===== src/design/ppb_pkg.sv =====
// ----------------------------------------------------------------------------
// ppb_pkg
// Shared types, constants and codes of the priority packet buffer.
// ----------------------------------------------------------------------------
package ppb_pkg;

	localparam int QUEUE_SLOTS = 32;
	localparam int IDX_W       = $clog2(QUEUE_SLOTS);
	localparam int CNT_W       = $clog2(QUEUE_SLOTS + 1);

	localparam int PADDR_W = 5;
	localparam int PDATA_W = 64;

	localparam logic [40:0] TMAX41    = {41{1'b1}};
	localparam logic [39:0] TMAX40    = {40{1'b1}};
	localparam logic [23:0] BYTES_MAX = {24{1'b1}};
	localparam logic [22:0] TX_SCALE  = 23'd8000000;
	localparam logic [7:0]  TAG_MAX   = 8'd255;

	localparam int DIV_STEPS = 41;
	localparam int DIVC_W    = 6;

	// register indexes
	localparam logic [1:0] REG_RATE   = 2'd0;
	localparam logic [1:0] REG_LIMIT  = 2'd1;
	localparam logic [1:0] REG_PERIOD = 2'd2;
	localparam logic [1:0] REG_DELAY  = 2'd3;

	localparam logic [39:0] RATE_RST  = 40'd1000000000;
	localparam logic [23:0] LIMIT_RST = 24'd65536;

	// event kinds
	localparam logic [2:0] EV_TX    = 3'd0;
	localparam logic [2:0] EV_EVICT = 3'd1;
	localparam logic [2:0] EV_ADMIT = 3'd2;
	localparam logic [2:0] EV_DROP  = 3'd3;
	localparam logic [2:0] EV_FLUSH = 3'd4;

	localparam logic       ACT_ARRIVE = 1'b0;
	localparam logic       ACT_FLUSH  = 1'b1;
	localparam logic [1:0] CLS_BULK   = 2'd0;
	localparam logic [1:0] CLS_CTRL   = 2'd1;
	localparam logic [1:0] CLS_PLAIN  = 2'd2;
	localparam logic [1:0] CLS_PLAIN2 = 2'd3;

	typedef struct packed {
		logic        action;
		logic [39:0] arrival_us;
		logic [15:0] packet_bytes;
		logic [1:0]  packet_class;
		logic [7:0]  priority_level;
	} item_t;

	typedef struct packed {
		logic [2:0]  event_kind;
		logic [39:0] start_time_us;
		logic [39:0] queue_delay_us;
		logic [39:0] origin_time_us;
		logic [15:0] event_bytes;
		logic [1:0]  event_class;
		logic [7:0]  event_priority;
		logic        last;
	} result_t;

	typedef struct packed {
		logic [39:0] arrival;
		logic [15:0] bytes;
		logic [1:0]  cls;
		logic [7:0]  tag;
		logic [31:0] seq;
	} ent_t;

	typedef struct packed {
		logic             load;
		logic             epoch;
		logic             ent_load;
		logic             send;
		logic             link_upd;
		logic             wr_en;
		logic             cnt_set;
		logic             evict;
		logic             admit;
		logic             drop;
		logic             flush_done;
		logic [IDX_W-1:0] rd_addr;
		logic [IDX_W-1:0] wr_addr;
		logic [CNT_W-1:0] cnt_val;
	} cmd_t;

	typedef struct packed {
		logic [CNT_W-1:0] cnt;
		logic             flush;
		logic             sort_epoch;
		logic             key_lt;
		logic             start_ok;
		logic             full;
		logic             ctl_push;
		logic             rd_bulk;
		logic             push_ok;
		logic             div_done;
	} status_t;

endpackage


===== src/design/ppb_ctrl.sv =====
// ----------------------------------------------------------------------------
// ppb_ctrl
// Controller: sequences drain, compaction, admission and push-out.
// ----------------------------------------------------------------------------
module ppb_ctrl (
	input  logic             clk,
	input  logic             arst_n,
	input  logic             start,
	output logic             busy,
	input  ppb_pkg::status_t st,
	output ppb_pkg::cmd_t    cmd
);
	import ppb_pkg::*;

	localparam logic [4:0] S_IDLE   = 5'd0;
	localparam logic [4:0] S_DECIDE = 5'd1;
	localparam logic [4:0] S_SCAN   = 5'd2;
	localparam logic [4:0] S_SCHK   = 5'd3;
	localparam logic [4:0] S_WAIT   = 5'd4;
	localparam logic [4:0] S_FRD    = 5'd5;
	localparam logic [4:0] S_FLD    = 5'd6;
	localparam logic [4:0] S_FEV    = 5'd7;
	localparam logic [4:0] S_CINIT  = 5'd8;
	localparam logic [4:0] S_CMP    = 5'd9;
	localparam logic [4:0] S_POST   = 5'd10;
	localparam logic [4:0] S_VRD    = 5'd11;
	localparam logic [4:0] S_VEV    = 5'd12;
	localparam logic [4:0] S_VCHK   = 5'd13;
	localparam logic [4:0] S_SRD    = 5'd14;
	localparam logic [4:0] S_SWR    = 5'd15;
	localparam logic [4:0] S_ADM    = 5'd16;

	logic [4:0]             state_q, state_d;
	logic [CNT_W-1:0]       idx_q, idx_d, kept_q, kept_d, rem_q, rem_d;
	logic [IDX_W-1:0]       best_q, best_d, ridx_s1, ridx_d;
	logic                   best_vld_q, best_vld_d, sort_q, sort_d, rv_s1, rv_d;
	logic [QUEUE_SLOTS-1:0] gone_q, gone_d;
	logic [CNT_W-1:0]       idx_nx;

	assign idx_nx = idx_q + CNT_W'(1);

	always_comb begin
		state_d    = state_q;
		idx_d      = idx_q;
		kept_d     = kept_q;
		rem_d      = rem_q;
		best_d     = best_q;
		best_vld_d = best_vld_q;
		sort_d     = sort_q;
		gone_d     = gone_q;
		rv_d       = 1'b0;
		ridx_d     = ridx_s1;
		cmd        = '0;
		cmd.rd_addr = idx_q[IDX_W-1:0];
		case (state_q)
			S_IDLE: begin
				if (start) begin
					cmd.load = 1'b1;
					state_d  = S_DECIDE;
				end
			end
			S_DECIDE: begin
				idx_d      = '0;
				gone_d     = '0;
				best_vld_d = 1'b0;
				sort_d     = st.sort_epoch;
				if (st.cnt == '0) begin
					state_d = S_POST;
				end else if (st.sort_epoch) begin
					cmd.epoch = 1'b1;
					state_d   = S_SCAN;
				end else begin
					state_d = S_FRD;
				end
			end
			S_SCAN: begin
				// read one slot a cycle, compare the one read last cycle
				if (idx_q < st.cnt) begin
					rv_d   = 1'b1;
					ridx_d = idx_q[IDX_W-1:0];
					idx_d  = idx_nx;
				end
				if (rv_s1 && !gone_q[ridx_s1] && (!best_vld_q || st.key_lt)) begin
					cmd.ent_load = 1'b1;
					best_d       = ridx_s1;
					best_vld_d   = 1'b1;
				end
				if (idx_q >= st.cnt && !rv_s1) begin
					state_d = best_vld_q ? S_SCHK : S_CINIT;
				end
			end
			S_SCHK: begin
				if (st.start_ok) begin
					cmd.send       = 1'b1;
					gone_d[best_q] = 1'b1;
					state_d        = S_WAIT;
				end else begin
					state_d = S_CINIT;
				end
			end
			S_WAIT: begin
				if (st.div_done) begin
					cmd.link_upd = 1'b1;
					if (sort_q) begin
						idx_d      = '0;
						best_vld_d = 1'b0;
						state_d    = S_SCAN;
					end else begin
						idx_d   = idx_nx;
						state_d = S_FRD;
					end
				end
			end
			S_FRD: begin
				state_d = (idx_q >= st.cnt) ? S_CINIT : S_FLD;
			end
			S_FLD: begin
				cmd.ent_load = 1'b1;
				state_d      = S_FEV;
			end
			S_FEV: begin
				if (st.start_ok) begin
					cmd.send                   = 1'b1;
					gone_d[idx_q[IDX_W-1:0]]   = 1'b1;
					state_d                    = S_WAIT;
				end else begin
					idx_d   = idx_nx;
					state_d = S_FRD;
				end
			end
			S_CINIT: begin
				idx_d   = '0;
				kept_d  = '0;
				state_d = S_CMP;
			end
			S_CMP: begin
				// surviving slots move down to the next free index
				if (idx_q < st.cnt) begin
					rv_d   = 1'b1;
					ridx_d = idx_q[IDX_W-1:0];
					idx_d  = idx_nx;
				end
				if (rv_s1 && !gone_q[ridx_s1]) begin
					cmd.wr_en   = 1'b1;
					cmd.wr_addr = kept_q[IDX_W-1:0];
					kept_d      = kept_q + CNT_W'(1);
				end
				if (idx_q >= st.cnt && !rv_s1) begin
					cmd.cnt_set = 1'b1;
					cmd.cnt_val = kept_q;
					gone_d      = '0;
					state_d     = S_POST;
				end
			end
			S_POST: begin
				if (st.flush) begin
					cmd.flush_done = 1'b1;
					state_d        = S_IDLE;
				end else if (!st.full) begin
					cmd.admit   = 1'b1;
					cmd.wr_en   = 1'b1;
					cmd.wr_addr = st.cnt[IDX_W-1:0];
					state_d     = S_IDLE;
				end else if (st.ctl_push) begin
					idx_d   = st.cnt - CNT_W'(1);
					rem_d   = st.cnt;
					state_d = S_VRD;
				end else begin
					cmd.drop = 1'b1;
					state_d  = S_IDLE;
				end
			end
			S_VRD: begin
				if (rem_q == '0) begin
					cmd.drop = 1'b1;
					state_d  = S_IDLE;
				end else begin
					state_d = S_VEV;
				end
			end
			S_VEV: begin
				// newest bulk slot first
				if (st.rd_bulk) begin
					cmd.ent_load = 1'b1;
					state_d      = S_VCHK;
				end else begin
					idx_d   = idx_q - CNT_W'(1);
					rem_d   = rem_q - CNT_W'(1);
					state_d = S_VRD;
				end
			end
			S_VCHK: begin
				if (st.push_ok) begin
					cmd.evict = 1'b1;
					state_d   = S_SRD;
				end else begin
					cmd.drop = 1'b1;
					state_d  = S_IDLE;
				end
			end
			S_SRD: begin
				cmd.rd_addr = idx_nx[IDX_W-1:0];
				if (idx_nx < st.cnt) begin
					state_d = S_SWR;
				end else begin
					cmd.cnt_set = 1'b1;
					cmd.cnt_val = st.cnt - CNT_W'(1);
					state_d     = S_ADM;
				end
			end
			S_SWR: begin
				cmd.wr_en   = 1'b1;
				cmd.wr_addr = idx_q[IDX_W-1:0];
				idx_d       = idx_nx;
				state_d     = S_SRD;
			end
			S_ADM: begin
				cmd.admit   = 1'b1;
				cmd.wr_en   = 1'b1;
				cmd.wr_addr = st.cnt[IDX_W-1:0];
				state_d     = S_IDLE;
			end
			default: begin
				state_d = S_IDLE;
			end
		endcase
	end

	always_ff @(posedge clk or negedge arst_n) begin
		if (!arst_n) begin
			state_q    <= S_IDLE;
			idx_q      <= '0;
			kept_q     <= '0;
			rem_q      <= '0;
			best_q     <= '0;
			best_vld_q <= 1'b0;
			sort_q     <= 1'b0;
			gone_q     <= '0;
			rv_s1      <= 1'b0;
			ridx_s1    <= '0;
		end else begin
			state_q    <= state_d;
			idx_q      <= idx_d;
			kept_q     <= kept_d;
			rem_q      <= rem_d;
			best_q     <= best_d;
			best_vld_q <= best_vld_d;
			sort_q     <= sort_d;
			gone_q     <= gone_d;
			rv_s1      <= rv_d;
			ridx_s1    <= ridx_d;
		end
	end

	assign busy = state_q != S_IDLE;

	a_admit_room: assert property (@(posedge clk) disable iff (!arst_n)
		cmd.admit |-> st.cnt < CNT_W'(QUEUE_SLOTS))
		else $error("admit with no free slot");

	a_compact_order: assert property (@(posedge clk) disable iff (!arst_n)
		cmd.wr_en && state_q == S_CMP |-> kept_q <= CNT_W'(ridx_s1))
		else $error("compaction write above its read");

	a_gone_bound: assert property (@(posedge clk) disable iff (!arst_n)
		$countones(gone_q) <= int'(st.cnt))
		else $error("more sent slots than held");

	a_evict_fit: assert property (@(posedge clk) disable iff (!arst_n)
		cmd.evict |-> st.push_ok)
		else $error("push-out overflows byte total");

	a_wait_exit: assert property (@(posedge clk) disable iff (!arst_n)
		state_q == S_WAIT && st.div_done |=> state_q == S_SCAN || state_q == S_FRD)
		else $error("bad exit after transmit time");

endmodule


===== config.mk =====
export PLATFORM = sky130hd
export DESIGN_NAME = ppb_ctrl
export DESIGN_NICKNAME = d
export VERILOG_FILES = /design/src/design/ppb_pkg.sv /design/src/design/ppb_ctrl.sv
export SDC_FILE = /design/constraint.sdc
export NUM_CORES = 1
export LEC_CHECK = 0
export BUFFER_PORTS_ARGS = -buffer_cell sky130_fd_sc_hd__buf_2
export CORE_MARGIN = 5
export CORE_UTILIZATION = 40
export CTS_CLUSTER_DIAMETER = 60
export DETAILED_ROUTE_END_ITERATION = 16
export SLEW_MARGIN = 20
export SYNTH_ARGS = -nofsm -noshare
export SYNTH_HDL_FRONTEND = slang
export SYNTH_SLANG_ARGS = --single-unit

===== constraint.sdc =====
create_clock -name clk -period 3.3 [get_ports clk]
set_input_delay 0.495 -clock clk [delete_from_list [all_inputs] [get_ports clk]]
set_output_delay 0.495 -clock clk [all_outputs]
set_load 0.005 [all_outputs]

==> key figures, run 1 <==
GRT
  – Vias in the first global route: approximately 4800
  – GR Layer Usage met1: 32.9%
  – Largest net degree at the start of global routing: 33
  – Met2 usage: 33.8%
  – Global-route wire length before repair: 26600 um
  – Busiest grt layer: met2
  – GR Overflow Total: 0
  – Gr usage total: a little under a quarter
  – Initial antenna violation count: 0
  – GR Util met3: about 4.5%

Synth
  – Mapped Nets: 662
  – Top FF cell, synth: dfrtp_1
  – Post-synth ARST share: 100%
  – Mapped cell area: 0.00517 mm^2
  – Synth Instances: 623
  – Cell taking the most area after synthesis: dfrtp_1
  – Mean area per synthesized cell: 8.29 um^2
  – Seq cells post-synth: 68
  – Largest family of logic cells by synthesized area: simple AND/OR/NAND/NOR gates
  – Post-synth EDFFs: 0
  – Simple-gate share of the synthesized area: 25.7%
  – Mux cell area share after synthesis: 5.62%
  – Synth Area in Adders: slightly above 5%
  – Top area cells in the synthesized netlist: dfrtp_1 33%, a21oi_1 5.7%, ha_1 5.1%
  – Yosys warnings: 0
  – Area share of the largest cell type after synthesis: 32.9%
  – Post-synthesis compound-gate area fraction: 21.7%
  – Synth Area in XOR/XNOR: 2.71%
  – Synth unique cells: slightly below 70
  – Sequential area share after synthesis: 32.9%

STA
  – Minimum clock period: 3.18 ns
  – Setup TNS: 0 ns
  – Fmax: 314 MHz
  – Pins Over Slew Limit: 0
  – Setup violations, final: 0
  – Clock skew: 0.00895 ns
  – Final hold violation count: 0
  – Fin crit share: 96.4%
  – Slew @ Worst Pin: 0.754 ns
  – Max-Slew Margin vs Limit: 49.7%
  – Hold Slack: 0.160 ns

Setup path
  – Crit path capture type: output port
  – Slowest stage cell, crit path: dfrtp_2
  – Crit path from: idx_q[0]
  – Crit start category: flop
  – Critical path required time: 2.80 ns
  – Buf+Inv Stages, Crit Path: 2
  – WS Path Type: flop to output port
  – Cell family with most CP delay: adder cells
  – Data arrival, critical path: 2.69 ns
  – Reg2Reg Launch Point: idx_q[0]
  – CP most frequent cell: ha_1
  – Worst-path cell chain: clkinvlp_4 > ha_1 > ha_1 > nand2b_1 > a21oi_1 > o41a_1 > nand2_1 > o21ai_0 > buf_2
  – Worst-path maximum fanout: 8
  – CP peak stage delay: 0.47 ns

Route
  – Via count: 5009
  – Post-route ant nets: 0
  – DR WL/cell: 20.1 um
  – Drt first pass iters: 5
  – Detailed Route WL: 16900 um
  – Vias/cell: 5.95
  – Drc violations: 0
  – Drt initial violations: 441

Clock tree
  – Hold Buf Count CTS: 0
  – CTS H-tree lvls: 3
  – Clk_lat worst skew: 0.34 ns
  – CTS tree: yes
  – Longest Clk Path Bufs: 2
  – Clk sinks: roughly 70
  – Clock slew at reported path FFs: 0.06 ns
  – CTS root buffer: clkbuf_16
  – Inserted Clock Buffers: 9

Placement
  – GPL Wtd Cong: 1.02
  – Final HPWL from detailed placement: 12900 um
  – Port bufs: 45
  – DP Area: ~0.0055 mm^2

Power
  – Power Dens Cells: 829 mW/mm^2
  – VDD IR max: about 0.42 mV
  – Leakage: 2.64 nW

Floorplanning
  – Die Height: 124 um
  – Row cnt: 41
  – I/O pin count: between 40 and 50
  – Initial Utilization: roughly two fifths
  – Die area: around 0.015 mm^2
  – Core Region: 0.0126 mm^2
  – Die Span X: 124 um

Final layout
  – Nets@finish: 704
  – N_diodes: 0
  – Most frequent cells in the layout: 65 x nor2_1, 64 x dfrtp_1, 59 x a21oi_1
  – Commonest non-fill, non-tap cell in the layout: nor2_1
  – Layout area overhead: 14.8%
  – Share of cells above drive strength 1: 17.3%
  – Design area: between 0.005 and 0.006 mm^2

Min path
  – Worst min path class: primary input to async pin

Run
  – MaxCap Viol Count: 0

Run status
  – Status: finished clean
routing by layer:
layer | wire length [um] | part of all wire, % | vias to the layer above
li1 | - | - | 2344
met1 | 7830 | 46 | 2422
met2 | 7420 | 44 | 207
met3 | 1230 | 7.3 | 36
met4 | 446 | 2.6 | 0
met5 | 0 | 0 | -
power by group:
| group | internal, W | switching, W | leakage, nW |
|---|---|---|---|
| clock | 0.000705 | 0.000386 | 0.166 |
| sequential | 0.00101 | 0.000377 | 0.906 |
| combinational | 0.000952 | 0.00148 | 1.57 |
| total | 0.00267 | 0.00225 | 2.64 |
state kept, by name (all words and copies together), names as in the netlist:
name and flops:
best_q 5, state_q 5, gone_q 32, idx_q 6
kept_q 6, best_vld_q 1, rv_s1 1, rem_q 6
sort_q 1, ridx_s1 5
final timing paths:
path	endpoint	slack (ns)	cells after the start
min in group clk	sort_q	0.42	3
max	cmd[3]	0.12	9
min reg2reg	gone_q[12]	0.50	2
min	state_q[4]	0.16	1
max in group asynchronous	gone_q[30]	2.34	2
max reg2reg	gone_q[18]	0.59	9
synthesized netlist by cell type, types with 7 or more instances:
master,count
a21oi_1,59
a22o_1,14
buf_2,11
buf_6,8
clkbuf_1,12
dfrtp_1,68
ha_1,21
inv_1,22
mux2_2,8
mux2i_1,20
nand2_1,58
nand2b_1,21
nand3_1,32
nor2_1,65
nor2b_1,13
nor3_1,21
o21ai_0,25
o22ai_1,15
o31ai_1,7
xnor2_1,11
timing repair:
action                                  in CTS  in global routing
gates resized for setup                      0                  9
setup buffers                                0                  2
endpoints found under the setup margin       0                  9
through the flow:
step / utilization [%] / setup slack (ns) / total power [W] / cells
final: 47.0 / 0.119 / 0.00492 / 842
after detailed placement: 44.0 / 0.417 / 0.00373 / 824
after floorplan: - / 0.786 / 0.00304 / 623
after CTS: 46.6 / 0.0147 / 0.00484 / 840
after global routing: 47.0 / -0.00978 / 0.00523 / 842
after global placement: 44.0 / 0.424 / 0.00371 / 824
cell type report:
class,count,area (um^2)
tap,172,215
timing repair buffer,70,413
clock buffer,11,253
inverter,22,86.3
clock inverter,5,82.6
fill,1292,6690
sequential,68,1710
multi-input combinational,494,3180
kinds of logic (layout without fill, tap and decap cells):
| logic type | after synthesis | count (layout) |
|---|---|---|
| xor+xnor | 16 | 16 |
| flops | 68 | 68 |
| mux | 28 | 28 |
| compound gates | 170 | 170 |
| fa+ha+maj | 21 | 21 |
| simple gates | 259 | 259 |
| buf+inv | 61 | 108 |
(Power assumes the default switching activity.)
==> run 2, diff against run 1 <==
Settings changed: RECOVER_POWER from default to 100.
==> key figures, run 2 (synthesis gave the netlist of run 1 again) <==
Setup path
  – Slowest stage cell, crit path: dfrtp_2
  – Worst-path maximum fanout: 8 (unchanged)
  – Crit path from: idx_q[0]
  – CP most frequent cell: ha_1
  – Crit start category: flop
  – Critical path required time: 2.80 ns (about the same)
  – Cell family with most CP delay: adder cells
  – WS Path Type: flop to output port
  – Crit path capture type: output port
  – Worst-path cell chain: clkinvlp_4 > ha_1 > ha_1 > nand2b_1 > a21oi_1 > o41a_1 > nand2_1 > o21ai_0 > buf_2
  – Buf+Inv Stages, Crit Path: 2 (unchanged)
  – CP peak stage delay: 0.47 ns (about the same)
  – Data arrival, critical path: 2.67 ns (-0.02 ns)
  – Reg2Reg Launch Point: state_q[3]

Clock tree
  – Longest Clk Path Bufs: 2 (unchanged)
  – Clock slew at reported path FFs: 0.06 ns (about the same)
  – Clk_lat worst skew: 0.35 ns (about the same)
  – CTS tree: yes
  – CTS root buffer: clkbuf_16
  – Clk sinks: 68 (unchanged)
  – Inserted Clock Buffers: 9 (unchanged)
  – Hold Buf Count CTS: 0 (unchanged)
  – CTS H-tree lvls: 3 (unchanged)

STA
  – Fmax: 316 MHz (+0.46%)
  – Final hold violation count: 0 (unchanged)
  – Max-Slew Margin vs Limit: -0.365% (-50 points)
  – Minimum clock period: 3.17 ns (-0.0147 ns)
  – Slew @ Worst Pin: 1.51 ns (+0.752 ns)
  – Setup violations, final: 0 (unchanged)
  – Clock skew: 0.0101 ns (+0.00114 ns)
  – Setup TNS: 0 ns (unchanged)
  – Pins Over Slew Limit: 27 (+27)
  – Final setup margin: 0.134 ns (+0.0147 ns)
  – Fin crit share: 95.9% (-0.45 points)

Route
  – Drt initial violations: 438 (-0.68%)
  – Drt first pass iters: 5 (unchanged)
  – DR WL/cell: 20.2 um (+0.31%)
  – Via count: 5051 (+0.84%)
  – Post-route ant nets: 0 (unchanged)
  – Drc violations: 0 (unchanged)
  – Vias/cell: 6.00 (+0.84%)
  – Detailed Route WL: 17000 um (+0.31%)

Power
  – Power Dens Cells: 830 mW/mm^2 (+0.12%)
  – Total power: 0.00489 W (-0.54%)
  – VDD IR max: 0.420 mV (about the same)
  – Leakage: 2.60 nW (-1.5%)

Final layout
  – N_diodes: 0 (unchanged)
  – Nets@finish: 704 (unchanged)
  – Commonest non-fill, non-tap cell in the layout: nor2_1
  – Max FFs per register: 32 (unchanged)
  – Layout area overhead: 14.1%
  – Most frequent cells in the layout: 65 x nor2_1, 64 x dfrtp_1, 59 x a21oi_1
  – Most flops, register: gone_q
  – Post-Layout Cell Count: 842 (unchanged)
  – Share of cells above drive strength 1: 15.5% (-1.8 points)

Placement
  – GPL Wtd Cong: 1.02 (unchanged)
  – Setup WS pre-CTS: 0.417 ns (unchanged)
  – Port bufs: 45 (unchanged)
  – Placed Cells: 824 (unchanged)
  – Final HPWL from detailed placement: 12900 um (unchanged)

GRT
  – Largest net degree at the start of global routing: 33 (unchanged)
  – Gr usage total: 22.9% (unchanged)
  – Global-route wire length before repair: 26600 um (unchanged)
  – GR Overflow Total: 0 (unchanged)
  – Initial antenna violation count: 0 (unchanged)
  – Vias in the first global route: 4757 (unchanged)

Floorplanning
  – Die Height: 124 um (unchanged)
  – Initial Utilization: 40.9% (unchanged)
  – I/O pin count: 46 (unchanged)
  – Die Span X: 124 um (unchanged)
  – Die area: 0.0153 mm^2 (unchanged)
  – Row cnt: 41 (unchanged)
  – Core Region: 0.0126 mm^2 (unchanged)

Run status
  – Status: complete, but fails checks
  – Failing checks: max-capacitance violations, max-slew violations

Run
  – MaxCap Viol Count: 1 (+1)

Min path
  – Worst min path class: primary input to flop
  – Min-delay src: st[7]
==> run 2: cell types whose count changed in the layout (fill, tap and decap cells not counted), sizes merged <==
| cell | previous run | this run |
|---|---|---|
| clkbuf | 11 | 21 |
| buf | 70 | 60 |
==> run 2: final cells by class <==
cell class | count | area (um^2)
sequential | 68 | 1710
multi-input combinational | 494 | 3170
inverter | 22 | 86.3
fill | 1303 | 6730
clock inverter | 5 | 82.6
tap | 172 | 215
clock buffer | 11 | 253
timing repair buffer | 70 | 385
==> run 2: layer usage <==
metal	track usage [%]	routed length [um]
met3	4.54	1310
met4	9.07	457
met5	0	0
met2	33.8	7440
met1	32.9	7780
==> run 2: report_power, final <==
group          internal [W]  leakage (nW)  switching [W]  total, W
clock              0.000706         0.166       0.000388   0.00109
sequential          0.00101         0.906       0.000373   0.00139
combinational      0.000936          1.53        0.00147   0.00241
total               0.00265          2.60        0.00224   0.00489
==> run 2: what timing repair did <==
item                                    4_1_cts  5_1_grt
resized for setup                             0        9
endpoints found under the setup margin        0        9
hold endpoints to repair                      0        0
buffers inserted                              0        2
==> run 2: final timing paths <==
check,endpoint,slack (ns),cells past startpoint
min,sort_q,0.42,3
max in group asynchronous,gone_q[30],0.79,2
max,cmd[3],0.13,9
min in group asynchronous,state_q[4],0.47,1
min reg2reg,gone_q[12],0.50,2
max reg2reg,rem_q[0],0.48,9
==> run 2: tightest hold or removal path: stages <==
cell and delay, ns:
buf_2 0.10, nand2_1 0.07, nand2_1 0.06
==> run 2: metrics by stage <==
step | cell area (um^2) | hold WS (ns) | utilization [%]
4_1_cts | 5880 | 0.176 | 46.6
5_1_grt | 5890 | 0.434 | 46.7
3_5_place_dp | 5550 | 0.489 | 44.0
3_3_place_gp | 5550 | 0.479 | 44.0
6_report | 5890 | 0.416 | 46.7
2_1_floorplan | 5170 | 0.199 | -
